### src/design/tlfp_pkg.sv
// ----------------------------------------------------------------------------
// tlfp_pkg
// types and constants of the type-length frame parser
// ----------------------------------------------------------------------------
`default_nettype none

package tlfp_pkg;

  localparam int unsigned HdrTypeBytes  = 4;
  localparam int unsigned HdrTotalBytes = 8;
  localparam logic [31:0] ResetMaxLen   = 32'd4095;

  typedef enum logic [1:0] {
    EV_PAYLOAD  = 2'd0,
    EV_EMPTY    = 2'd1,
    EV_TOO_LONG = 2'd2
  } tlfp_event_e;

  typedef struct packed {
    logic       new_connection;
    logic [7:0] data_byte;
  } tlfp_item_t;

  typedef struct packed {
    tlfp_event_e event_kind;
    logic [31:0] frame_type;
    logic [31:0] frame_length;
    logic [7:0]  payload_byte;
    logic [31:0] byte_index;
    logic        last_byte;
  } tlfp_result_t;

  // handshake between input register and parser core
  typedef struct packed {
    logic valid;
    logic fire;
  } tlfp_in_ctl_t;

endpackage

`default_nettype wire

### src/design/tlfp_in_reg.sv
// ----------------------------------------------------------------------------
// tlfp_in_reg
// input register stage, holds one received beat until the core takes it
// ----------------------------------------------------------------------------
`default_nettype none

module tlfp_in_reg (
  input  wire logic                clk_i,
  input  wire logic                rst_ni,
  input  wire logic                s_valid_i,
  output logic                     s_ready_o,
  input  wire tlfp_pkg::tlfp_item_t s_item_i,
  input  wire logic                take_i,
  output tlfp_pkg::tlfp_item_t     item_o,
  output logic                     valid_o
);

  logic                 valid_q, valid_d;
  tlfp_pkg::tlfp_item_t item_q;

  assign s_ready_o = !valid_q || take_i;
  assign valid_d   = s_ready_o ? s_valid_i : valid_q;

  always_ff @(posedge clk_i or negedge rst_ni) begin
    if (!rst_ni) begin
      valid_q <= 1'b0;
    end else begin
      valid_q <= valid_d;
    end
  end

  always_ff @(posedge clk_i) begin
    if (s_ready_o && s_valid_i) begin
      item_q <= s_item_i;
    end
  end

  assign item_o  = item_q;
  assign valid_o = valid_q;

endmodule

`default_nettype wire

### src/design/tlfp_core.sv
// ----------------------------------------------------------------------------
// tlfp_core
// parser state and single-pass header/payload decode of one byte
// ----------------------------------------------------------------------------
`default_nettype none

module tlfp_core (
  input  wire logic                 clk_i,
  input  wire logic                 rst_ni,
  input  wire logic                 cfg_we_i,
  input  wire logic [31:0]          cfg_data_i,
  input  wire tlfp_pkg::tlfp_in_ctl_t in_ctl_i,
  input  wire tlfp_pkg::tlfp_item_t in_item_i,
  output logic                      res_valid_o,
  output tlfp_pkg::tlfp_result_t    res_o
);

  localparam logic [3:0] HdrType  = 4'(tlfp_pkg::HdrTypeBytes);
  localparam logic [3:0] HdrTotal = 4'(tlfp_pkg::HdrTotalBytes);

  logic [31:0] max_len_q;
  logic [3:0]  hdr_pos_q, hdr_pos_d;
  logic [31:0] type_q, type_d;
  logic [31:0] len_q, len_d;
  logic [31:0] pay_pos_q, pay_pos_d;

  logic [3:0]  hp;
  logic [31:0] tw, lw, pp;
  logic [7:0]  b;
  logic        last;
  logic [1:0]  lane;

  always_comb begin
    b    = in_item_i.data_byte;
    hp   = in_item_i.new_connection ? 4'd0  : hdr_pos_q;
    tw   = in_item_i.new_connection ? 32'd0 : type_q;
    lw   = in_item_i.new_connection ? 32'd0 : len_q;
    pp   = in_item_i.new_connection ? 32'd0 : pay_pos_q;
    lane = hp[1:0];
    last = ({1'b0, pp} + 33'd1) >= {1'b0, lw};

    hdr_pos_d   = hp;
    type_d      = tw;
    len_d       = lw;
    pay_pos_d   = pp;
    res_valid_o = 1'b0;

    if (hp < HdrType) begin
      unique case (lane)
        2'd0: type_d[7:0]   = b;
        2'd1: type_d[15:8]  = b;
        2'd2: type_d[23:16] = b;
        2'd3: type_d[31:24] = b;
        default: type_d = tw;
      endcase
      hdr_pos_d = hp + 4'd1;
    end else if (hp < HdrTotal) begin
      unique case (lane)
        2'd0: len_d[7:0]   = b;
        2'd1: len_d[15:8]  = b;
        2'd2: len_d[23:16] = b;
        2'd3: len_d[31:24] = b;
        default: len_d = lw;
      endcase
      hdr_pos_d = hp + 4'd1;
      if (hdr_pos_d == HdrTotal) begin
        pay_pos_d = 32'd0;
        if (len_d == 32'd0 || len_d > max_len_q) begin
          hdr_pos_d   = 4'd0;
          res_valid_o = 1'b1;
        end
      end
    end else begin
      res_valid_o = 1'b1;
      if (last) begin
        hdr_pos_d = 4'd0;
        pay_pos_d = 32'd0;
      end else begin
        hdr_pos_d = HdrTotal;
        pay_pos_d = pp + 32'd1;
      end
    end

    res_o.frame_type   = type_d;
    res_o.frame_length = len_d;
    if (hp >= HdrTotal) begin
      res_o.event_kind   = tlfp_pkg::EV_PAYLOAD;
      res_o.payload_byte = b;
      res_o.byte_index   = pp;
      res_o.last_byte    = last;
    end else begin
      res_o.event_kind   = (len_d == 32'd0) ? tlfp_pkg::EV_EMPTY : tlfp_pkg::EV_TOO_LONG;
      res_o.payload_byte = 8'd0;
      res_o.byte_index   = 32'd0;
      res_o.last_byte    = (len_d == 32'd0);
    end
  end

  always_ff @(posedge clk_i or negedge rst_ni) begin
    if (!rst_ni) begin
      max_len_q <= tlfp_pkg::ResetMaxLen;
      hdr_pos_q <= 4'd0;
      type_q    <= 32'd0;
      len_q     <= 32'd0;
      pay_pos_q <= 32'd0;
    end else begin
      if (cfg_we_i) begin
        max_len_q <= cfg_data_i;
      end
      if (in_ctl_i.fire) begin
        hdr_pos_q <= hdr_pos_d;
        type_q    <= type_d;
        len_q     <= len_d;
        pay_pos_q <= pay_pos_d;
      end
    end
  end

endmodule

`default_nettype wire

### src/design/tlfp_out_reg.sv
// ----------------------------------------------------------------------------
// tlfp_out_reg
// result register, holds one event beat until the sink takes it
// ----------------------------------------------------------------------------
`default_nettype none

module tlfp_out_reg (
  input  wire logic                   clk_i,
  input  wire logic                   rst_ni,
  input  wire logic                   load_i,
  input  wire logic                   res_valid_i,
  input  wire tlfp_pkg::tlfp_result_t res_i,
  output logic                        free_o,
  output logic                        m_valid_o,
  input  wire logic                   m_ready_i,
  output tlfp_pkg::tlfp_result_t      m_res_o
);

  logic                   valid_q, valid_d;
  tlfp_pkg::tlfp_result_t res_q;

  assign free_o  = !valid_q || m_ready_i;
  assign valid_d = free_o ? (load_i && res_valid_i) : valid_q;

  always_ff @(posedge clk_i or negedge rst_ni) begin
    if (!rst_ni) begin
      valid_q <= 1'b0;
    end else begin
      valid_q <= valid_d;
    end
  end

  always_ff @(posedge clk_i) begin
    if (free_o && load_i && res_valid_i) begin
      res_q <= res_i;
    end
  end

  assign m_valid_o = valid_q;
  assign m_res_o   = res_q;

endmodule

`default_nettype wire

### src/design/type_length_frame_parser.sv
// ----------------------------------------------------------------------------
// type_length_frame_parser
// Cuts a byte stream into frames of a 4-byte type word, a 4-byte length word
// (both little-endian) and that many payload bytes. Each payload byte leaves as
// one event beat with type, length, index and tlast; a zero length gives an
// empty-frame event, a length above max_payload_len a too-long event, after
// which a new header is read. tuser on the input clears the parser before the
// byte. The block takes one byte per cycle unless output backpressure holds
// it; a byte's event reaches the output through the input register and then
// the result register: the input register holds the byte while the parse
// logic updates the frame state and loads the result register once it is
// free. Header bytes that give no event pass the input register the same way.
// Backpressure on the output holds the input once both registers are full.
// Configuration writes are taken in every cycle.
// ----------------------------------------------------------------------------
`default_nettype none

module type_length_frame_parser (
  input  wire logic         clk_i,
  input  wire logic         rst_ni,
  input  wire logic         cfg_valid_i,
  output logic              cfg_ready_o,
  input  wire logic [31:0]  cfg_data_i,     // max_payload_len
  input  wire logic         s_axis_tvalid,
  output logic              s_axis_tready,
  input  wire logic [7:0]   s_axis_tdata,   // [7:0] data_byte
  input  wire logic [0:0]   s_axis_tuser,   // [0] new_connection
  output logic              m_axis_tvalid,
  input  wire logic         m_axis_tready,
  output logic [103:0]      m_axis_tdata,   // [31:0] frame_type, [63:32] frame_length,
                                            // [71:64] payload_byte, [103:72] byte_index
  output logic [1:0]        m_axis_tuser,   // [1:0] event_kind
  output logic              m_axis_tlast    // last_byte
);

  tlfp_pkg::tlfp_item_t   s_item;
  tlfp_pkg::tlfp_item_t   in_item;
  tlfp_pkg::tlfp_in_ctl_t in_ctl;
  tlfp_pkg::tlfp_result_t res;
  tlfp_pkg::tlfp_result_t m_res;
  logic                   in_valid;
  logic                   out_free;
  logic                   res_valid;

  assign cfg_ready_o = 1'b1;

  assign s_item.data_byte      = s_axis_tdata;
  assign s_item.new_connection = s_axis_tuser[0];

  assign in_ctl.valid = in_valid;
  assign in_ctl.fire  = in_valid && out_free;

  tlfp_in_reg u_in_reg (
    .clk_i     (clk_i),
    .rst_ni    (rst_ni),
    .s_valid_i (s_axis_tvalid),
    .s_ready_o (s_axis_tready),
    .s_item_i  (s_item),
    .take_i    (in_ctl.fire),
    .item_o    (in_item),
    .valid_o   (in_valid)
  );

  tlfp_core u_core (
    .clk_i       (clk_i),
    .rst_ni      (rst_ni),
    .cfg_we_i    (cfg_valid_i && cfg_ready_o),
    .cfg_data_i  (cfg_data_i),
    .in_ctl_i    (in_ctl),
    .in_item_i   (in_item),
    .res_valid_o (res_valid),
    .res_o       (res)
  );

  tlfp_out_reg u_out_reg (
    .clk_i       (clk_i),
    .rst_ni      (rst_ni),
    .load_i      (in_ctl.valid),
    .res_valid_i (res_valid),
    .res_i       (res),
    .free_o      (out_free),
    .m_valid_o   (m_axis_tvalid),
    .m_ready_i   (m_axis_tready),
    .m_res_o     (m_res)
  );

  assign m_axis_tdata = {m_res.byte_index, m_res.payload_byte,
                         m_res.frame_length, m_res.frame_type};
  assign m_axis_tuser = m_res.event_kind;
  assign m_axis_tlast = m_res.last_byte;

endmodule

`default_nettype wire

### config.mk
export PLATFORM = sky130hd
export DESIGN_NAME = type_length_frame_parser
export DESIGN_NICKNAME = d
export VERILOG_FILES = /design/src/design/tlfp_pkg.sv /design/src/design/tlfp_in_reg.sv /design/src/design/tlfp_core.sv /design/src/design/tlfp_out_reg.sv /design/src/design/type_length_frame_parser.sv
export SDC_FILE = /design/constraint.sdc
export NUM_CORES = 1
export LEC_CHECK = 0
export ABC_AREA = 1
export BUFFER_PORTS_ARGS = -buffer_cell sky130_fd_sc_hd__clkbuf_2
export CAP_MARGIN = 25
export CORE_ASPECT_RATIO = 0.6
export CORE_UTILIZATION = 31
export DETAILED_ROUTE_END_ITERATION = 6
export PLACE_DENSITY = 0.54
export SETUP_SLACK_MARGIN = 0.1
export SLEW_MARGIN = 30
export SYNTH_ARGS = -nofsm -noshare
export SYNTH_HDL_FRONTEND = slang
export SYNTH_HIERARCHICAL = 1
export SYNTH_SLANG_ARGS = --single-unit
### constraint.sdc
create_clock -name clk_i -period 11.8 [get_ports clk_i]
set_clock_uncertainty 0.05 [all_clocks]
set_input_delay 1.18 -clock clk_i [delete_from_list [all_inputs] [get_ports clk_i]]
set_output_delay 1.18 -clock clk_i [all_outputs]
set_load 0.01 [all_outputs]
==> results of run 1 <==
cells in the mapped netlist, types with 2 or more instances:
master	instances
nand4_1	18
nor2_4	3
nor3_2	6
dfstp_2	12
edfxtp_1	116
o21ai_1	23
a21o_1	2
nand2_2	9
a21boi_1	5
nand2_1	510
a21boi_0	4
nor4_1	2
nor2_2	11
a21oi_1	33
and3_1	2
buf_1	9
xor2_1	27
o21ai_0	130
ha_1	69
nor2_1	116
buf_6	8
inv_1	172
inv_2	8
a21oi_2	2
nand3_1	116
buf_4	2
clkbuf_1	41
dfrtp_1	122
o21a_1	3
nor3_1	31
buf_2	11
final timing paths:
| check | startpoint | end | slack [ns] | depth (start not counted) |
|---|---|---|---|---|
| hold reg to reg | u_core/pay_pos_q[26]$_DFFE_PN0P_ | u_core/pay_pos_q[26]$_DFFE_PN0P_ | 0.43 | 2 |
| hold / removal | u_core/pay_pos_q[26]$_DFFE_PN0P_ | u_core/pay_pos_q[26]$_DFFE_PN0P_ | 0.43 | 2 |
| min in group asynchronous | rst_ni | u_core/type_q[3]$_DFFE_PN0P_ | 0.63 | 1 |
| setup reg to reg | u_in_reg/item_o[8]$_DFFE_PP_ | u_out_reg/m_res_o[73]$_DFFE_PP_ | 5.91 | 19 |
| max in group asynchronous | rst_ni | u_core/len_q[16]$_DFFE_PN0P_ | 9.87 | 2 |
| setup / recovery | u_in_reg/item_o[8]$_DFFE_PP_ | u_out_reg/m_res_o[73]$_DFFE_PP_ | 5.91 | 19 |
cells by family (layout without fill, tap and decap cells):
kind of cell / Yosys count / in the layout
multiplexers: 1 / 1
other: 1 / 1
adder cells (fa/ha/maj): 69 / 69
XOR/XNOR: 28 / 28
flip-flops: 250 / 250
AO/OA/AOI/OAI: 209 / 209
buffers and inverters: 254 / 398
AND/OR/NAND/NOR: 829 / 829
power breakdown:
part           leakage (nW)  total, mW  internal [mW]  switching, mW
registers              2.90       1.04          0.995         0.0402
clock network         0.447      0.900          0.532          0.367
logic                  4.40      0.542          0.149          0.392
total                  7.75       2.48           1.68          0.800
flip-flops by register name (all words and copies together) (netlist names):
register             count
u_core/max_len_q        32
u_out_reg/m_res_o      107
u_in_reg/valid_o         1
u_core/hdr_pos_q         4
u_out_reg/m_valid_o      1
u_core/len_q            32
u_core/pay_pos_q        32
u_in_reg/item_o          9
u_core/type_q           32
critical path: stages (launching register included):
cell      delay [ns]
edfxtp_1        0.33
buf_4           0.58
nor2_1          0.21
ha_1            0.46
o21ai_0         0.79
ha_1            0.25
nand2_1         0.06
nor4_1          0.49
nand2_1         0.11
nand2_1         0.08
nand2_1         0.05
nand2_1         0.06
nand2_1         0.05
nand2_1         0.08
nand2_1         0.13
nand2_1         0.13
nand2_1         0.11
a21oi_4         0.12
buf_4           0.47
buf_4           0.73
routing by layer:
layer  vias to the layer above  global-route usage, %  share of wire [%]
li1                       5593                      -                  -
met1                      5395                  27.98                 48
met2                       474                  26.22                 41
met3                        47                  4.711                9.4
met4                         0                  3.422                1.8
met5                         -                      0                  0
final cells by class:
type	instances	share of cell area [%]
Timing Repair Buffer	166	5.654
Tap cell	579	4.572
Clock inverter	19	1.492
Sequential cell	250	43.24
Multi-Input combinational cell	1137	36.35
Clock buffer	31	4.359
Inverter	182	4.327
through the flow:
step	instance area [sq um]	setup WS [ns]	std cells
global placement	14880	6.005	2313
finish	15850	5.909	2364
CTS	15810	5.903	2363
global route	15850	5.297	2364
floorplan	13640	2.853	1641
detailed placement	14880	5.941	2313
==> flow_metrics.env, run 1 <==
export IMPL_status="finished, final reports clean"
export IMPL_io_buffer_count=154
export IMPL_layout_common_cells="510 x nand2_1, 171 x inv_1, 152 x clkbuf_2"
export IMPL_grt_overflow=0
export IMPL_synth_ff_type="dfrtp_1"
export IMPL_cts_max_level=1
export IMPL_first_pass_iters=5
export IMPL_setup_tns_ns=0
export IMPL_setup_viol=0
export IMPL_synth_adder_area_share_pct=6.327
export IMPL_drtIter0Drc=1060
export IMPL_ir_drop_v=0.00009057
export IMPL_area_delta_synth_final_pct=16.13
export IMPL_die_area_sq_um=44880
export IMPL_cap_violations=0
export IMPL_dpl_hpwl_mm=29.84
export IMPL_synth_simple_gate_area_share_pct=25.67
export IMPL_antenna_found_initial=0
export IMPL_cts_made_buffers=27
export IMPL_rsz0062_at_grt="no"
export IMPL_grt_max_degree=92
export IMPL_place_gp_congestion=0.9541
export IMPL_clk_pin_slew_ns=0.06
export IMPL_syn_area_per_cell_sq_um=8.315
export IMPL_cp_max_fo=63
export IMPL_power_mw=2.477
export IMPL_synth_edf_count=116
export IMPL_slew_headroom_pct=37.00
export IMPL_layout_area_seq_sq_um=6852
export IMPL_rows=59
export IMPL_cts_tree="built"
export IMPL_slew_viol_final=0
export IMPL_initial_core_util_pct=31.49
export IMPL_ctsHoldBuffers=0
export IMPL_yosysTopAreaCell="edfxtp_1"
export IMPL_power_density_nw_per_um2=156.3
export IMPL_ys_seq_area_share_pct=50.22
export IMPL_finalHoldViolations=0
export IMPL_synthXorXnorAreaFrac_pct=1.797
export IMPL_crit_path_end_kind="flop"
export IMPL_postLayoutCoreUtil_pct=36.57
export IMPL_nFillCells=4490
export IMPL_die_h_um=164.5
export IMPL_synth_compound_area_share_pct=8.198
export IMPL_finalNetCount=1879
export IMPL_yosysWarnings=6
export IMPL_leakage_nw=7.748
export IMPL_drtAntennaViolNets=0
export IMPL_clock_path_buffers=3
export IMPL_io_pins=156
export IMPL_arrival_ns=6.01
export IMPL_grtUsageTotal_pct=18.47
export IMPL_ys_seq_elements=250
export IMPL_via_count=11510
export IMPL_wl_mm=41.42
export IMPL_vias_per_cell=4.868
export IMPL_grt_pass1_vias=10710
export IMPL_insertedDiodeCount=0
export IMPL_synth_mux_area_fraction_pct=0.08253
export IMPL_async_reset_ff_share_pct=53.60
export IMPL_worst_pin_slew_ns=0.9450
export IMPL_startpoint_type="flop"
export IMPL_finalCriticalPeriod_ns=5.891
export IMPL_holdWs_ns=0.4286
export IMPL_clock_latency_ns=0.56
export IMPL_multiInputGateArea_sq_um=5761
export IMPL_synth_top_family_by_area="simple AND/OR/NAND/NOR gates"
export IMPL_cts_resized=0
export IMPL_drc=0
export IMPL_synth_cell_types=49
export IMPL_required_ns=11.92
export IMPL_post_cts_buffers=0
export IMPL_grt_pass1_wl_mm=63.64
export IMPL_syn_nets=1756
export IMPL_die_width_um=272.8
export IMPL_cts_sinks=250
export IMPL_hold_path_class="reg -> reg"
export IMPL_critical_path_class="reg -> reg"
export IMPL_synth_top_area_share_pct=25.53
export IMPL_core_area_sq_um=43330
export IMPL_post_route_period_util_pct=49.92
export IMPL_wl_per_cell_um=17.52
export IMPL_clockRootBuffer="clkbuf_16"
export IMPL_netlist_area_sq_um=13640
export IMPL_layout_commonest_cell="nand2_1"
export IMPL_synthTopCellsByArea="edfxtp_1 26%, dfrtp_1 22%, nand2_1 14%"
export IMPL_drive_gt1_share_pct=15.01
export IMPL_synthCells=1641
export IMPL_max_freq_mhz=169.8
(Power assumes the default switching activity.)
==> run 2: changes to the inputs <==
- PLACE_DENSITY: 0.54 -> 0.55
- clock period: 11.8 -> 5.4 ns (I/O delays scaled with it)
==> flow_metrics.env, run 2 (same netlist as run 1, synthesis figures left out) <==
export IMPL_grtUsageTotal_pct=19.18
export IMPL_worst_pin_slew_ns=0.9285
export IMPL_clockRootBuffer="clkbuf_16"
export IMPL_wl_per_cell_um=18.19
export IMPL_grt_max_degree=91
export IMPL_clock_latency_ns=0.57
export IMPL_max_freq_mhz=212.8
export IMPL_insertedDiodeCount=0
export IMPL_rows=59
export IMPL_place_area_sq_um=14930
export IMPL_finalHoldViolations=2
export IMPL_finalNetCount=1881
export IMPL_ir_drop_v=0.0002171
export IMPL_drive_gt1_share_pct=15.22
export IMPL_ctsHoldBuffers=0
export IMPL_clk_pin_slew_ns=0.06
export IMPL_pwr_share_clk_pct=34.6
export IMPL_startpoint_type="flop"
export IMPL_layout_common_cells="510 x nand2_1, 171 x inv_1, 152 x clkbuf_2"
export IMPL_power_mw=5.283
export IMPL_rsz0062_at_grt="no"
export IMPL_status="complete, but fails checks"
export IMPL_cts_resized=0
export IMPL_p_seq_share_pct=42.8
export IMPL_grt_pass1_wl_mm=65.71
export IMPL_grt_pass1_vias=10680
export IMPL_drtAntennaViolNets=0
export IMPL_grt_overflow=0
export IMPL_power_density_nw_per_um2=334.4
export IMPL_io_buffer_count=154
export IMPL_hold_path_class="in -> async"
export IMPL_drtIter0Drc=1129
export IMPL_arrival_ns=4.87
export IMPL_cts_made_buffers=27
export IMPL_core_area_sq_um=43330
export IMPL_slew_viol_final=0
export IMPL_finalCriticalPeriod_ns=4.700
export IMPL_io_pins=156
export IMPL_critical_path_class="reg -> reg"
export IMPL_setup_slack_ns=0.7002
export IMPL_die_area_sq_um=44880
export IMPL_cts_tree="built"
export IMPL_internal_power_mw=3.531
export IMPL_post_cts_buffers=0
export IMPL_drc=0
export IMPL_final_area_sq_um=15800
export IMPL_post_route_period_util_pct=87.03
export IMPL_dpl_worst_slack_ns=0.7997
export IMPL_holdWs_ns=-0.006740
export IMPL_cp_max_fo=54
export IMPL_setup_tns_ns=0
export IMPL_dpl_hpwl_mm=31.32
export IMPL_leakage_nw=7.734
export IMPL_cts_sinks=250
export IMPL_wl_mm=43.03
export IMPL_netSwitchingFraction_pct=33.18
export IMPL_antenna_found_initial=0
export IMPL_p_comb_share_pct=22.6
export IMPL_die_h_um=164.5
export IMPL_via_count=11580
export IMPL_violations="hold timing"
export IMPL_switchingPower_mw=1.753
export IMPL_first_pass_iters=6
export IMPL_required_ns=5.57
export IMPL_die_width_um=272.8
export IMPL_initial_core_util_pct=31.49
export IMPL_largest_reg_flops=107
export IMPL_place_gp_congestion=0.9577
export IMPL_slew_headroom_pct=37.44
export IMPL_crit_path_end_kind="flop"
export IMPL_cap_violations=0
export IMPL_vias_per_cell=4.895
export IMPL_cts_max_level=1
export IMPL_clock_path_buffers=3
export IMPL_setup_viol=0
export IMPL_layout_commonest_cell="nand2_1"
export IMPL_area_delta_synth_final_pct=15.79
-- run 2: worst paths after layout --
| check | from | end | slack, ns | depth (start not counted) |
|---|---|---|---|---|
| min | rst_ni | u_core/type_q[6]$_DFFE_PN0P_ | -0.007 | 1 |
| max | u_in_reg/item_o[8]$_DFFE_PP_ | u_out_reg/m_res_o[27]$_DFFE_PP_ | 0.70 | 18 |
| max reg2reg | u_in_reg/item_o[8]$_DFFE_PP_ | u_out_reg/m_res_o[27]$_DFFE_PP_ | 0.70 | 18 |
| min reg2reg | u_core/type_q[1]$_DFFE_PN0P_ | u_core/type_q[1]$_DFFE_PN0P_ | 0.43 | 2 |
| max in group asynchronous | rst_ni | u_core/len_q[12]$_DFFE_PN0P_ | 4.07 | 2 |
| min in group clk_i | s_axis_tdata[5] | u_in_reg/item_o[5]$_DFFE_PP_ | 0.11 | 1 |
-- run 2: stage by stage --
stage          utilization (%)  cells  hold slack [ns]
2_1_floorplan                -   1641           0.1944
3_3_place_gp             34.44   2316           0.4118
3_5_place_dp             34.46   2316           0.4150
4_1_cts                  36.45   2366          0.05781
5_1_grt                  36.46   2366          0.05754
6_report                 36.46   2366        -0.006740
-- run 2: area by class of cell --
cell class              instances  area, sq um
fillers                      4457        27530
flip-flops and latches        250         6852
multi-input cells            1137         5759
repair buffers                168        912.1
clock buffers                  40        797.0
well taps                     579        724.4
inverters                     182        685.7
clock inverters                10        68.82
-- run 2: worst max-delay path, stage by stage, from the launching register on --
cell and delay [ns]:
edfxtp_1 0.44, buf_4 0.24, nor2_1 0.27, ha_1 0.59, o21ai_0 0.47, ha_1 0.44, nand2_1 0.06, nor4_1 0.49
nand2_1 0.11, nand2_1 0.09, nand2_1 0.05, nand2_1 0.06, nand2_1 0.06, nand2_1 0.07, nand2_1 0.06, nand2_1 0.10
nand2_1 0.11, a21oi_4 0.22, buf_12 0.27
-- run 2: routing by layer --
layer / global-route usage (%) / vias to the layer above / part of all wire (%)
met4: 2.937 / 0 / 1.4
met2: 27.13 / 488 / 40
met3: 4.682 / 42 / 9.4
met1: 29.50 / 5475 / 49
li1: - / 5576 / -
met5: 0 / - / 0
-- run 2: power groups by stage --
stage	Clock, mW	Sequential, mW	Combinational [mW]
final	1.83	2.26	1.19
after global routing	1.96	2.28	1.34
after CTS	1.89	2.26	1.18
after detailed placement	0	2.29	1.18
after global placement	0	2.29	1.15
after floorplan	0	2.27	0.794
